`src/hw/rtl/ilt_pkg.sv`:
```
// shared types, constants and helpers for the ini line tokenizer
package ilt_pkg;

    // token buffer size and the fill limit that follows from it
    localparam int BUFFER_SIZE  = 4096;
    localparam int FILL_W       = 12;
    localparam int FILL_LIMIT_I = (BUFFER_SIZE - 1 > 4095) ? 4095 : BUFFER_SIZE - 1;
    localparam logic [FILL_W-1:0] FILL_LIMIT = FILL_W'(FILL_LIMIT_I);

    // characters the parser reacts to
    localparam logic [7:0] CH_HASH  = 8'h23;
    localparam logic [7:0] CH_LBRK  = 8'h5B;
    localparam logic [7:0] CH_RBRK  = 8'h5D;
    localparam logic [7:0] CH_EQ    = 8'h3D;
    localparam logic [7:0] CH_TAB   = 8'h09;
    localparam logic [7:0] CH_SPACE = 8'h20;
    localparam logic [7:0] CH_LF    = 8'h0A;
    localparam logic [7:0] CH_CR    = 8'h0D;

    // item kinds on the input side
    localparam logic KIND_DATA = 1'b0;
    localparam logic KIND_EOS  = 1'b1;

    // event codes on the output side
    typedef enum logic [2:0] {
        EV_SEC_START = 3'd0,
        EV_SEC_CHAR  = 3'd1,
        EV_SEC_END   = 3'd2,
        EV_KEY_CHAR  = 3'd3,
        EV_KEY_END   = 3'd4,
        EV_KEY_ABORT = 3'd5,
        EV_VAL_CHAR  = 3'd6,
        EV_VAL_END   = 3'd7
    } t_event_code;

    // one input item held in the input register
    typedef struct packed {
        logic       kind;
        logic [7:0] data_byte;
    } t_item;

    // one result item
    typedef struct packed {
        t_event_code       code;
        logic [7:0]        ch;
        logic [FILL_W-1:0] len;
    } t_event;

    // continuation bytes that follow a utf-8 lead byte
    function automatic logic [2:0] utf8_tail(input logic [7:0] c);
        logic [2:0] k;
        k = 3'd0;
        if (c >= 8'hC0 && c <= 8'hDF) k = 3'd1;
        else if (c >= 8'hE0 && c <= 8'hEF) k = 3'd2;
        else if (c >= 8'hF0 && c <= 8'hF7) k = 3'd3;
        else if (c >= 8'hF8 && c <= 8'hFB) k = 3'd4;
        else if (c >= 8'hFC && c <= 8'hFD) k = 3'd5;
        return k;
    endfunction

endpackage

```
`src/hw/rtl/ini_line_tokenizer_top.sv`:
```
// top level of the ini line tokenizer
//
// Input channel s_*: one item per byte of the file. s_tdata carries the byte,
// s_tuser marks the item as data (0) or end of stream (1).
// Output channel m_*: one item per token event. m_tuser carries the event code,
// m_tdata carries the event's character and the finished token's length.
// A byte causes at most one event; many bytes (blanks, comments, carriage
// returns) cause none and leave nothing on the output.
// Path: an accepted byte waits in the input register, and its event is loaded
// into the output register (the state machine runs between the two).
// Throughput: one item per cycle while the output register has room, set by
// the state update between the input register and the output register.
// When m_tready is low the event waits in the output register; the input
// register still takes one more item, and s_tready drops only once that item
// needs the full output register. Items that cause no event pass on regardless.
// Reset (i_rst_n low, synchronous) empties both registers and returns the
// parser to the state before the first section header with counts cleared.
// End of stream closes any open token and also returns the parser to that state.
module ini_line_tokenizer_top (
    input  logic        i_clk,
    input  logic        i_rst_n,
    input  logic        s_tvalid,
    output logic        s_tready,
    input  logic [7:0]  s_tdata,   // [7:0] byte_req
    input  logic        s_tuser,   // [0] kind
    output logic        m_tvalid,
    input  logic        m_tready,
    output logic [23:0] m_tdata,   // [7:0] char_out, [19:8] token_length, [23:20] zero
    output logic [2:0]  m_tuser    // [2:0] event_res
);
    import ilt_pkg::*;

    t_item  in_item, held_item;
    t_event ev, out_ev;
    logic   held_valid, adv, ev_load, out_free;

    assign in_item.kind      = s_tuser;
    assign in_item.data_byte = s_tdata;

    // input register
    ilt_in_stage u_in (
        .i_clk   (i_clk),
        .i_rst_n (i_rst_n),
        .i_valid (s_tvalid),
        .o_ready (s_tready),
        .i_item  (in_item),
        .i_adv   (adv),
        .o_valid (held_valid),
        .o_item  (held_item)
    );

    // state machine
    ilt_parser u_parser (
        .i_clk      (i_clk),
        .i_rst_n    (i_rst_n),
        .i_valid    (held_valid),
        .i_item     (held_item),
        .i_out_free (out_free),
        .o_adv      (adv),
        .o_ev_load  (ev_load),
        .o_ev       (ev)
    );

    // output register
    ilt_out_stage u_out (
        .i_clk   (i_clk),
        .i_rst_n (i_rst_n),
        .i_load  (ev_load),
        .i_ev    (ev),
        .o_free  (out_free),
        .o_valid (m_tvalid),
        .i_ready (m_tready),
        .o_ev    (out_ev)
    );

    // pack the output item
    assign m_tuser = out_ev.code;
    assign m_tdata = {4'h0, out_ev.len, out_ev.ch};

endmodule

```
`src/hw/rtl/ilt_in_stage.sv`:
```
// input register that holds one item for the parser
module ilt_in_stage (
    input  logic          i_clk,
    input  logic          i_rst_n,
    input  logic          i_valid,
    output logic          o_ready,
    input  ilt_pkg::t_item i_item,
    input  logic          i_adv,
    output logic          o_valid,
    output ilt_pkg::t_item o_item
);
    import ilt_pkg::*;

    logic  r_valid;
    t_item r_item;

    // free when empty or when the held item moves on this cycle
    assign o_ready = !r_valid || i_adv;

    // valid flag
    always_ff @(posedge i_clk) begin
        if (!i_rst_n) begin
            r_valid <= 1'b0;
        end else if (o_ready) begin
            r_valid <= i_valid;
        end
    end

    // payload
    always_ff @(posedge i_clk) begin
        if (o_ready && i_valid) begin
            r_item <= i_item;
        end
    end

    assign o_valid = r_valid;
    assign o_item  = r_item;

endmodule

```
`src/hw/rtl/ilt_parser.sv`:
```
// tokenizer state machine: one item in, at most one event out
module ilt_parser (
    input  logic            i_clk,
    input  logic            i_rst_n,
    input  logic            i_valid,
    input  ilt_pkg::t_item  i_item,
    input  logic            i_out_free,
    output logic            o_adv,
    output logic            o_ev_load,
    output ilt_pkg::t_event o_ev
);
    import ilt_pkg::*;

    typedef enum logic [2:0] {
        ST_FIRST      = 3'd0,
        ST_SECHDR     = 3'd1,
        ST_SKIP       = 3'd2,
        ST_SKIP_FIRST = 3'd3,
        ST_KEYDEF     = 3'd4,
        ST_ONKEY      = 3'd5,
        ST_VALUE      = 3'd6,
        ST_WIDE       = 3'd7
    } t_state;

    t_state            r_state, n_state;
    logic [FILL_W-1:0] r_fill, n_fill, fill_inc;
    logic [2:0]        r_rem, n_rem, tail;
    logic              full, ev_valid;
    t_event            ev;
    logic [7:0]        c;

    assign c        = i_item.data_byte;
    assign full     = r_fill >= FILL_LIMIT;
    assign fill_inc = full ? r_fill : r_fill + 1'b1;
    assign tail     = utf8_tail(c);

    // next state and event for the held item
    always_comb begin
        n_state  = r_state;
        n_fill   = r_fill;
        n_rem    = r_rem;
        ev_valid = 1'b0;
        ev.code  = EV_SEC_START;
        ev.ch    = 8'h00;
        ev.len   = '0;
        if (i_item.kind == KIND_EOS) begin
            // close whatever is open, then back to reset values
            if (r_state == ST_VALUE || r_state == ST_WIDE) begin
                ev_valid = 1'b1;
                ev.code  = EV_VAL_END;
                ev.len   = r_fill;
            end else if (r_state == ST_ONKEY) begin
                ev_valid = 1'b1;
                ev.code  = EV_KEY_ABORT;
            end else if (r_state == ST_SECHDR) begin
                ev_valid = 1'b1;
                ev.code  = EV_SEC_END;
                ev.len   = r_fill;
            end
            n_state = ST_FIRST;
            n_fill  = '0;
            n_rem   = 3'd0;
        end else if (c == CH_CR && r_state != ST_WIDE) begin
            // carriage return dropped
        end else begin
            unique case (r_state)
                ST_SECHDR: begin
                    ev_valid = 1'b1;
                    if (c == CH_RBRK || full) begin
                        ev.code = EV_SEC_END;
                        ev.len  = r_fill;
                        n_fill  = '0;
                        n_state = ST_SKIP;
                    end else begin
                        ev.code = EV_SEC_CHAR;
                        ev.ch   = c;
                        n_fill  = fill_inc;
                    end
                end
                ST_SKIP, ST_SKIP_FIRST: begin
                    if (c == CH_LF) begin
                        n_state = (r_state == ST_SKIP_FIRST) ? ST_FIRST : ST_KEYDEF;
                        n_fill  = '0;
                    end
                end
                ST_FIRST, ST_KEYDEF, ST_ONKEY: begin
                    if (c == CH_HASH) begin
                        // comment, a partial key is thrown away
                        if (r_state == ST_ONKEY) begin
                            ev_valid = 1'b1;
                            ev.code  = EV_KEY_ABORT;
                        end
                        n_state = (r_state == ST_FIRST) ? ST_SKIP_FIRST : ST_SKIP;
                    end else if (c == CH_LBRK && r_state != ST_ONKEY) begin
                        ev_valid = 1'b1;
                        ev.code  = EV_SEC_START;
                        n_state  = ST_SECHDR;
                        n_fill   = '0;
                    end else if (r_state == ST_FIRST) begin
                        // nothing before the first section counts
                    end else if ((c == CH_SPACE && r_state != ST_ONKEY) || c == CH_TAB) begin
                        // blanks before a key and tabs anywhere in it are dropped
                    end else if (c == CH_LF || full) begin
                        if (r_state == ST_ONKEY) begin
                            ev_valid = 1'b1;
                            ev.code  = EV_KEY_ABORT;
                        end
                        n_fill  = '0;
                        n_state = ST_KEYDEF;
                    end else if (c == CH_EQ) begin
                        ev_valid = 1'b1;
                        ev.code  = EV_KEY_END;
                        ev.len   = r_fill;
                        n_fill   = '0;
                        n_state  = ST_VALUE;
                    end else begin
                        ev_valid = 1'b1;
                        ev.code  = EV_KEY_CHAR;
                        ev.ch    = c;
                        n_fill   = fill_inc;
                        n_state  = ST_ONKEY;
                    end
                end
                ST_VALUE: begin
                    ev_valid = 1'b1;
                    if (full || c == CH_LF) begin
                        ev.code = EV_VAL_END;
                        ev.len  = r_fill;
                        n_state = (c == CH_LF) ? ST_KEYDEF : ST_SKIP;
                        n_fill  = '0;
                    end else begin
                        if (tail != 3'd0) begin
                            n_state = ST_WIDE;
                            n_rem   = tail;
                        end
                        ev.code = EV_VAL_CHAR;
                        ev.ch   = c;
                        n_fill  = fill_inc;
                    end
                end
                ST_WIDE: begin
                    // every byte of a utf-8 run is value text
                    n_rem = (r_rem != 3'd0) ? r_rem - 3'd1 : r_rem;
                    if (n_rem == 3'd0) begin
                        n_state = ST_VALUE;
                    end
                    ev_valid = 1'b1;
                    ev.code  = EV_VAL_CHAR;
                    ev.ch    = c;
                    n_fill   = fill_inc;
                end
                default: begin
                    n_state = ST_FIRST;
                end
            endcase
        end
    end

    // the item moves on unless its event finds the output register full
    assign o_adv     = i_valid && (!ev_valid || i_out_free);
    assign o_ev_load = o_adv && ev_valid;
    assign o_ev      = ev;

    // parser state
    always_ff @(posedge i_clk) begin
        if (!i_rst_n) begin
            r_state <= ST_FIRST;
            r_fill  <= '0;
            r_rem   <= 3'd0;
        end else if (o_adv) begin
            r_state <= n_state;
            r_fill  <= n_fill;
            r_rem   <= n_rem;
        end
    end

endmodule

```
`src/hw/rtl/ilt_out_stage.sv`:
```
// output register that holds one event until the receiver takes it
module ilt_out_stage (
    input  logic            i_clk,
    input  logic            i_rst_n,
    input  logic            i_load,
    input  ilt_pkg::t_event i_ev,
    output logic            o_free,
    output logic            o_valid,
    input  logic            i_ready,
    output ilt_pkg::t_event o_ev
);
    import ilt_pkg::*;

    logic   r_valid;
    t_event r_ev;

    // room for a new event when empty or being drained
    assign o_free = !r_valid || i_ready;

    // valid flag
    always_ff @(posedge i_clk) begin
        if (!i_rst_n) begin
            r_valid <= 1'b0;
        end else if (o_free) begin
            r_valid <= i_load;
        end
    end

    // payload
    always_ff @(posedge i_clk) begin
        if (i_load) begin
            r_ev <= i_ev;
        end
    end

    assign o_valid = r_valid;
    assign o_ev    = r_ev;

endmodule

```
`config.mk`:
```
export PLATFORM = sky130hd
export DESIGN_NAME = ini_line_tokenizer_top
export DESIGN_NICKNAME = d
export VERILOG_FILES = /design/src/hw/rtl/ilt_pkg.sv /design/src/hw/rtl/ini_line_tokenizer_top.sv /design/src/hw/rtl/ilt_in_stage.sv /design/src/hw/rtl/ilt_parser.sv /design/src/hw/rtl/ilt_out_stage.sv
export SDC_FILE = /design/constraint.sdc
export NUM_CORES = 1
export LEC_CHECK = 0
export ABC_AREA = 1
export BUFFER_PORTS_ARGS = -buffer_cell sky130_fd_sc_hd__buf_2
export CAP_MARGIN = 10
export CORE_MARGIN = 1.5
export CORE_UTILIZATION = 35
export DETAILED_ROUTE_END_ITERATION = 7
export RECOVER_POWER = 50
export SLEW_MARGIN = 0
export SYNTH_ARGS = -nofsm -noshare
export SYNTH_HDL_FRONTEND = slang
export SYNTH_SLANG_ARGS = --single-unit
export TNS_END_PERCENT = 100
```
`constraint.sdc`:
```
create_clock -name i_clk -period 3.21 [get_ports i_clk]
set_clock_uncertainty 0.2 [all_clocks]
set_input_delay 0.1605 -clock i_clk [delete_from_list [all_inputs] [get_ports i_clk]]
set_output_delay 0.1605 -clock i_clk [all_outputs]
set_load 0.005 [all_outputs]
```
; Word-level counts from Yosys, hierarchy flattened
; Cells that the tools add are included.
; Widths: inputs -> output; s select.
[word_totals]
rom_bits = 0
regBits = 52
mem_count = 0
ramBits = 0
latchBits = 0
word_cells = 167
out_inout_bits = 29
[classes]
eq_ne = 29
multipliers = 0
mux = 82
bitwise_logic = 0
order_cmp = 11
add_sub_neg = 2
shifts = 0
n_reduce_logical = 33
n_div = 0
[op_table]
columns = op, n
row1 = $mux 12, 19
row2 = $mux 3, 32
row3 = $mux 23, 3
row4 = $mux 20, 3
row5 = $pmux 12 s5, 1
row6 = $pmux 11 s4, 1
row7 = $ge 8x8->1 const B, 5
row8 = $le 8x8->1 const B, 5
row9 = $pmux 12 s3, 1
row10 = $eq 8x4->1 const B, 3
row11 = $eq 8x6->1 const B, 3
row12 = $mux 8, 3
row13 = $ne 3x3->1 const B, 7
row14 = $eq 8x7->1 const B, 2
row15 = $pmux 3 s5, 1
row16 = $mux 1, 13
row17 = $add 12x1->12 const B, 1
row18 = $eq 3x3->1 const B, 4
row19 = $ge 12x12->1 const B, 1
row20 = $logic_and 1x1->1, 11
row21 = $reduce_bool 3->1, 3
row22 = $ne 4x4->1 const B, 2
row23 = $reduce_and 8->1, 1
row24 = $logic_or 1x1->1, 7
row25 = 17 further kinds, 25

; Longest topological paths before layout
[depth]
depth_word = 15
mapped_depth = 18
mapped_depth_nobuf = 17

; By module
; Synthesis repeated with hierarchy kept, for this count alone.
[hier_totals]
cells_unflattened = 416
hier_area_um2 = 3093.0
[by_module_without_submodules]
columns = module, area_each_um2, seq_area_each_um2, instances, cells_per_inst
row1 = ilt_parser, 2000.7, 360.3, 1, 366
row2 = ilt_out_stage, 737.0, 710.7, 1, 29
row3 = ilt_in_stage, 321.6, 290.3, 1, 16
row4 = ini_line_tokenizer_top, 33.8, 0.0, 1, 5

; Worst setup path after synthesis
; OpenSTA, ideal clock, no wires.
[synth_timing]
path_type = register to register
from = register u_parser.r_fill[0]
to = register u_out.r_ev (netlist bit u_out.o_ev[0]), enable pin
setup_ns = 0.404
slack_ns = 0.275
stages_incl_launch_ff = 15
required_ns = 2.606
t_arrival_ns = 2.330
path_cell_list = dfxtp_1 -> ha_1 -> inv_1 -> nor2_4 -> nand3_4 -> nand2_4 -> nand2_2 -> nand2_2 -> nand2_1 -> nand2_1 -> nand2_1 -> nand2_1 -> nand2_2 -> nand2_1 -> nor2_1
[synth_via]
elab_chain_cells = 14
[synth_rtl]
columns = item, line
row1 = start: declaration, ilt_parser.sv:26  ; logic [FILL_W-1:0] r_fill, n_fill, fill_inc;
row2 = start signal: assignment, ilt_parser.sv:172  ; r_fill <= n_fill;
row3 = $ge 12x12->1 (*), ilt_parser.sv:33  ; assign full = r_fill >= FILL_LIMIT;
row4 = $logic_or 1x1->1 (*), ilt_parser.sv:103  ; end else if (c == CH_LF || full) begin
row5 = $mux 1 (*), ilt_parser.sv:103
row6 = $mux 1 (*), ilt_parser.sv:101  ; end else if ((c == CH_SPACE && r_state != ST_ONKEY) || c == CH_TAB) begin
row7 = $mux 1 (*), ilt_parser.sv:99  ; end else if (r_state == ST_FIRST) begin
row8 = $mux 1 (*), ilt_parser.sv:94  ; end else if (c == CH_LBRK && r_state != ST_ONKEY) begin
row9 = $mux 1 (*), ilt_parser.sv:87  ; if (c == CH_HASH) begin
row10 = $pmux 1 s2 (*), ilt_parser.sv:66  ; unique case (r_state)
row11 = $mux 1 (*), ilt_parser.sv:63  ; end else if (c == CH_CR && r_state != ST_WIDE) begin
row12 = $mux 1 (*), ilt_parser.sv:46  ; if (i_item.kind == KIND_EOS) begin
row13 = $logic_not 1->1, ilt_parser.sv:160  ; assign o_adv = i_valid && (!ev_valid || i_out_free);
row14 = $logic_or 1x1->1, ilt_parser.sv:160
row15 = $logic_and 1x1->1, ilt_parser.sv:160
row16 = $logic_and 1x1->1 (*), ilt_parser.sv:161  ; assign o_ev_load = o_adv && ev_valid;
row17 = named net ev_load, ini_line_tokenizer_top.sv:35  ; logic held_valid, adv, ev_load, out_free;
row18 = end signal: assignment, ilt_out_stage.sv:32  ; r_ev <= i_ev;
row19 = end: declaration, ilt_out_stage.sv:15  ; t_event r_ev;
; Mark *: on every way through the listed nets, which the timed path passes. The rest lies on a longest branch.
; A chain may end at the register's enable or synchronous reset.

; Worst setup path after layout
[layout_timing]
from = register u_in.r_item (netlist bit u_in.o_item[5])
to = register u_out.r_ev (netlist bit u_out.o_ev[20]), enable pin
[layout_via]
elab_chain_cells = 14
[layout_rtl]
columns = item, line
row1 = start: declaration, ilt_in_stage.sv:15  ; t_item r_item;
row2 = start signal: assignment, ilt_in_stage.sv:32  ; r_item <= i_item;
row3 = $eq 8x4->1 or $eq 8x6->1 (tied branches), "ilt_parser.sv:103, ilt_parser.sv:101"
row4 = $logic_or 1x1->1 or $logic_and 1x1->1 (tied branches), "ilt_parser.sv:103, ilt_parser.sv:101"
row5 = $mux 1 or $logic_or 1x1->1 (tied branches), "ilt_parser.sv:103, ilt_parser.sv:101"
row6 = $mux 1, ilt_parser.sv:101
row7 = $mux 1, ilt_parser.sv:99
row8 = $mux 1, ilt_parser.sv:94
row9 = $mux 1, ilt_parser.sv:87
row10 = $pmux 1 s2, ilt_parser.sv:66
row11 = $mux 1 (*), ilt_parser.sv:63
row12 = $mux 1 (*), ilt_parser.sv:46
row13 = $logic_not 1->1, ilt_parser.sv:160
row14 = $logic_or 1x1->1, ilt_parser.sv:160
row15 = $logic_and 1x1->1, ilt_parser.sv:160
row16 = $logic_and 1x1->1 (*), ilt_parser.sv:161
row17 = named net ev_load, ini_line_tokenizer_top.sv:35
; Marked as above.

==> summary.md <==
| Metric | Value |
|---|---|
| Synth Register Bits | `52` |
| First-pass GRT wire length | `14300 um` |
| Critical path depth | `14` |
| Finished Layout Cells | `613` |
| CTS root buffer | `clkbuf_8` |
| Startpoint Class | `flop` |
| Post-synthesis average cell area | `7.38 um2` |
| Setup violators final | `0` |
| Cell mode on critical path | `nand2_1` |
| Critical path endpoint | `u_out.o_ev[20]` |
| Filler cell count in the final layout | `958` |
| Routability cong. | `0.966` |
| Required @ worst endpoint | `2960 ps` |
| Worst-path cell chain | `inv_1 > nand3_1 > nor2_1 > nand3_2 > nand2_1 > inv_1 > nand2_1 > nand2_1 > nand2_1 > nand2_1 > nand2_2 > nand2_1 > nor2_2 > clkbuf_2` |
| Fin. max-slew vios | `0` |
| Synth area leaders | `edfxtp_1 29%, dfxtp_1 12%, nand2_1 12%, nor2_1 8.6%, inv_1 5.8%` |
| Tcrit/Tclk final | `0.865` |
| P_leak | `0.00162 uW` |
| Resized cells post-CTS | `0` |
| Crit path DAT | `2530 ps` |
| Minimum clock period | `2780 ps` |
| Setup TNS | `0 ps` |
| Synth unique cells | `40` |
| NetSw | `411 uW` |
| Via density per instance | `5.08` |
| Post-DRT Antenna Nets | `0` |
| Max-Slew Margin vs Limit | `0.539` |
| Share of layout cells above drive strength 1 | `0.137` |
| Die Wd | `100 um` |
| Antenna violations before repair | `0` |
| R2R Setup Slk | `430 ps` |
| Total track usage | `0.181` |
| Synth top area share | `0.290` |
| Pre-antenna DRT Iters | `5` |
| Fin Hold WS | `31.9 ps` |
| CTS tree | `built` |
| Die height | `100 um` |
| WS Path Type | `flop to flop` |
| Top_reg_cell synth | `edfxtp_1` |
| WL/cell | `14.2 um` |
| Worst skew pair latency | `310 ps` |
| Clock power share | `0.315` |
| CTS Sinks | `52` |
| H-tree Lvls | `2` |
| Sequential power share | `0.518` |
| Mapped Cells | `449` |
| Sequential cell area fraction in the yosys report | `0.411` |
| WL final | `8690 um` |
| Worst r2r src | `u_in.o_item[5]` |
| GRT Residual Overflow | `0` |
| Status | `finished, final reports clean` |
| Num CTS Buffers | `5` |
| Comb power frac | `0.167` |
| Area leader, netlist | `edfxtp_1` |
| Post-CTS setup buffers | `0` |
| Vias in the first global route | `2951` |
| Switching portion of total power | `0.281` |
| Initial Util | `0.360` |
| VDD IR max | `0.170 mV` |
| Pwr dens | `384 nW/um2` |
| Ys async rst share | `0` |
| Drc violations | `0` |
| Unrepaired setup endpoints after global routing | `false` |
| I/O pins | `42` |
| Diode count | `0` |
| CP bufs+invs | `3` |
| Placed insts | `594` |
| Crit-path max FO | `24` |
| Die area | `10100 um2` |
| Top delay family on crit path | `simple AND/OR/NAND/NOR gates` |
| Core ar. | `9200 um2` |
| Worst-Margin Slew | `691 ps` |
| Layout net count | `517` |
| CP startpoint | `u_in.o_item[5]` |
| Row cnt | `35` |
| Count of final hold-check violations | `0` |
| EDFF count, synth | `32` |
| Clk slew on worst S/H paths | `100 ps` |
| Mapped Area | `3310 um2` |
| Area grow syn2layout | `15.1%` |
| Achievable Freq | `360 MHz` |
| Clk buf depth | `2` |
| Pint | `1050 uW` |
| First-iteration detailed-routing DRC count | `277` |
| R2R cell count | `14` |
| Synth warnings | `0` |
| Max cap viols | `0` |
| Worst Setup End Kind | `flop` |
| Vias | `3112` |
| Largest net degree at the start of global routing | `25` |
| Port bufs | `37` |
| Slowest Stage Delay on Critical Path | `550 ps` |
| Worst reg2reg path endpoint | `u_out.o_ev[20]` |
| Hold Crit Class | `input pin to flop` |
| Critical Path Slowest Stage Cell | `clkbuf_2` |
| DP HPWL | `6520 um` |
==> registers in the layout, summed over array words and instances, names as in the netlist <==
name	cells
u_in.o_item	9
u_in.o_valid	1
u_out.o_ev	23
u_out.o_valid	1
u_parser.r_fill	12
u_parser.r_rem	3
u_parser.r_state	3
==> synthesized netlist by cell type (2+ instances only) <==
master      n
inv_1      51
nor2_4      3
buf_4       5
a22oi_1     2
nand3_4     5
buf_2       3
a21oi_1    27
a211oi_1    2
nand2_1   103
xor2_1      6
nor2_2      4
dfxtp_1    20
o21ai_0    18
ha_1        3
clkbuf_1    3
nand4_1    19
inv_2       4
nand2_4     2
edfxtp_1   32
nor2_1     76
nand3_2     2
nor3_1     13
nand3_1    23
nand2_2     6
a31oi_1     2
==> cells in the final DEF, fill, tap and decap left out, drive strengths merged, types with 11 or more instances in the layout <==
master / instances
a21oi: 28
buf: 32
clkbuf: 18
dfxtp: 20
dlygate4sd3: 11
edfxtp: 32
inv: 55
nand2: 111
nand3: 30
nand4: 19
nor2: 83
nor3: 13
o21ai: 18
==> worst min-delay path by stage <==
stage               slack, ps              to  startpoint  cells after the start
finish                     30   u_out.o_valid    m_tready                      4
global route               60   u_out.o_valid    m_tready                      4
global placement          140  u_in.o_item[6]  s_tdata[6]                      1
detailed placement        140  u_in.o_item[4]  s_tdata[4]                      1
CTS                        30   u_out.o_valid    m_tready                      4
floorplan                  60  u_in.o_item[0]  s_tdata[0]                      0
==> per-layer routing <==
layer,GRT usage,routed length (um)
met1,0.253,4110
met2,0.286,4000
met3,0.0251,450
met4,0.0628,118
met5,0,0
==> per-stage QoR <==
stage          total power (uW)  setup slack (ps)  cell area, um2  utilization
5_1_grt                    1540               191            3810        0.415
3_3_place_gp               1010               593            3620        0.393
3_5_place_dp               1010               592            3620        0.393
2_1_floorplan               946               275            3320            -
6_report                   1470               432            3810        0.415
4_1_cts                    1480               567            3840        0.418
==> cell type report <==
class | count | area [um2] | share of cell area
multi-input combinational | 330 | 1650 | 0.434
clock inverter | 3 | 47.5 | 0.0125
sequential | 52 | 1360 | 0.357
clock buffer | 5 | 68.8 | 0.0180
tap | 111 | 139 | 0.0364
timing repair buffer | 56 | 333 | 0.0873
inverter | 56 | 210 | 0.0551
==> tightest hold or removal path: stages <==
cell	delay (ps)
buf_2	80
nor2_1	90
nor2_1	120
nor2_1	40
==> logic make-up after synthesis <==
logic type	synth area share
buf+inv	0.0918
flops	0.411
fa+ha+maj	0.0113
other cells	0.00113
simple gates	0.362
compound gates	0.107
xor+xnor	0.0159
==> power by group through the flow <==
| stage | registers, uW | clock network [uW] | logic (uW) |
|---|---|---|---|
| final | 760 | 462 | 244 |
| after CTS | 759 | 478 | 246 |
| after detailed placement | 775 | 0 | 235 |
| after floorplan | 770 | 0 | 176 |
| after global placement | 773 | 0 | 236 |
| after global routing | 763 | 503 | 279 |
==> timing repair <==
| action | in CTS | in global routing |
|---|---|---|
| hold buffers | 11 | 0 |
| setup endpoints to repair | 0 | 0 |
| hold endpoints to repair | 14 | 0 |
(Power assumes the default switching activity.)
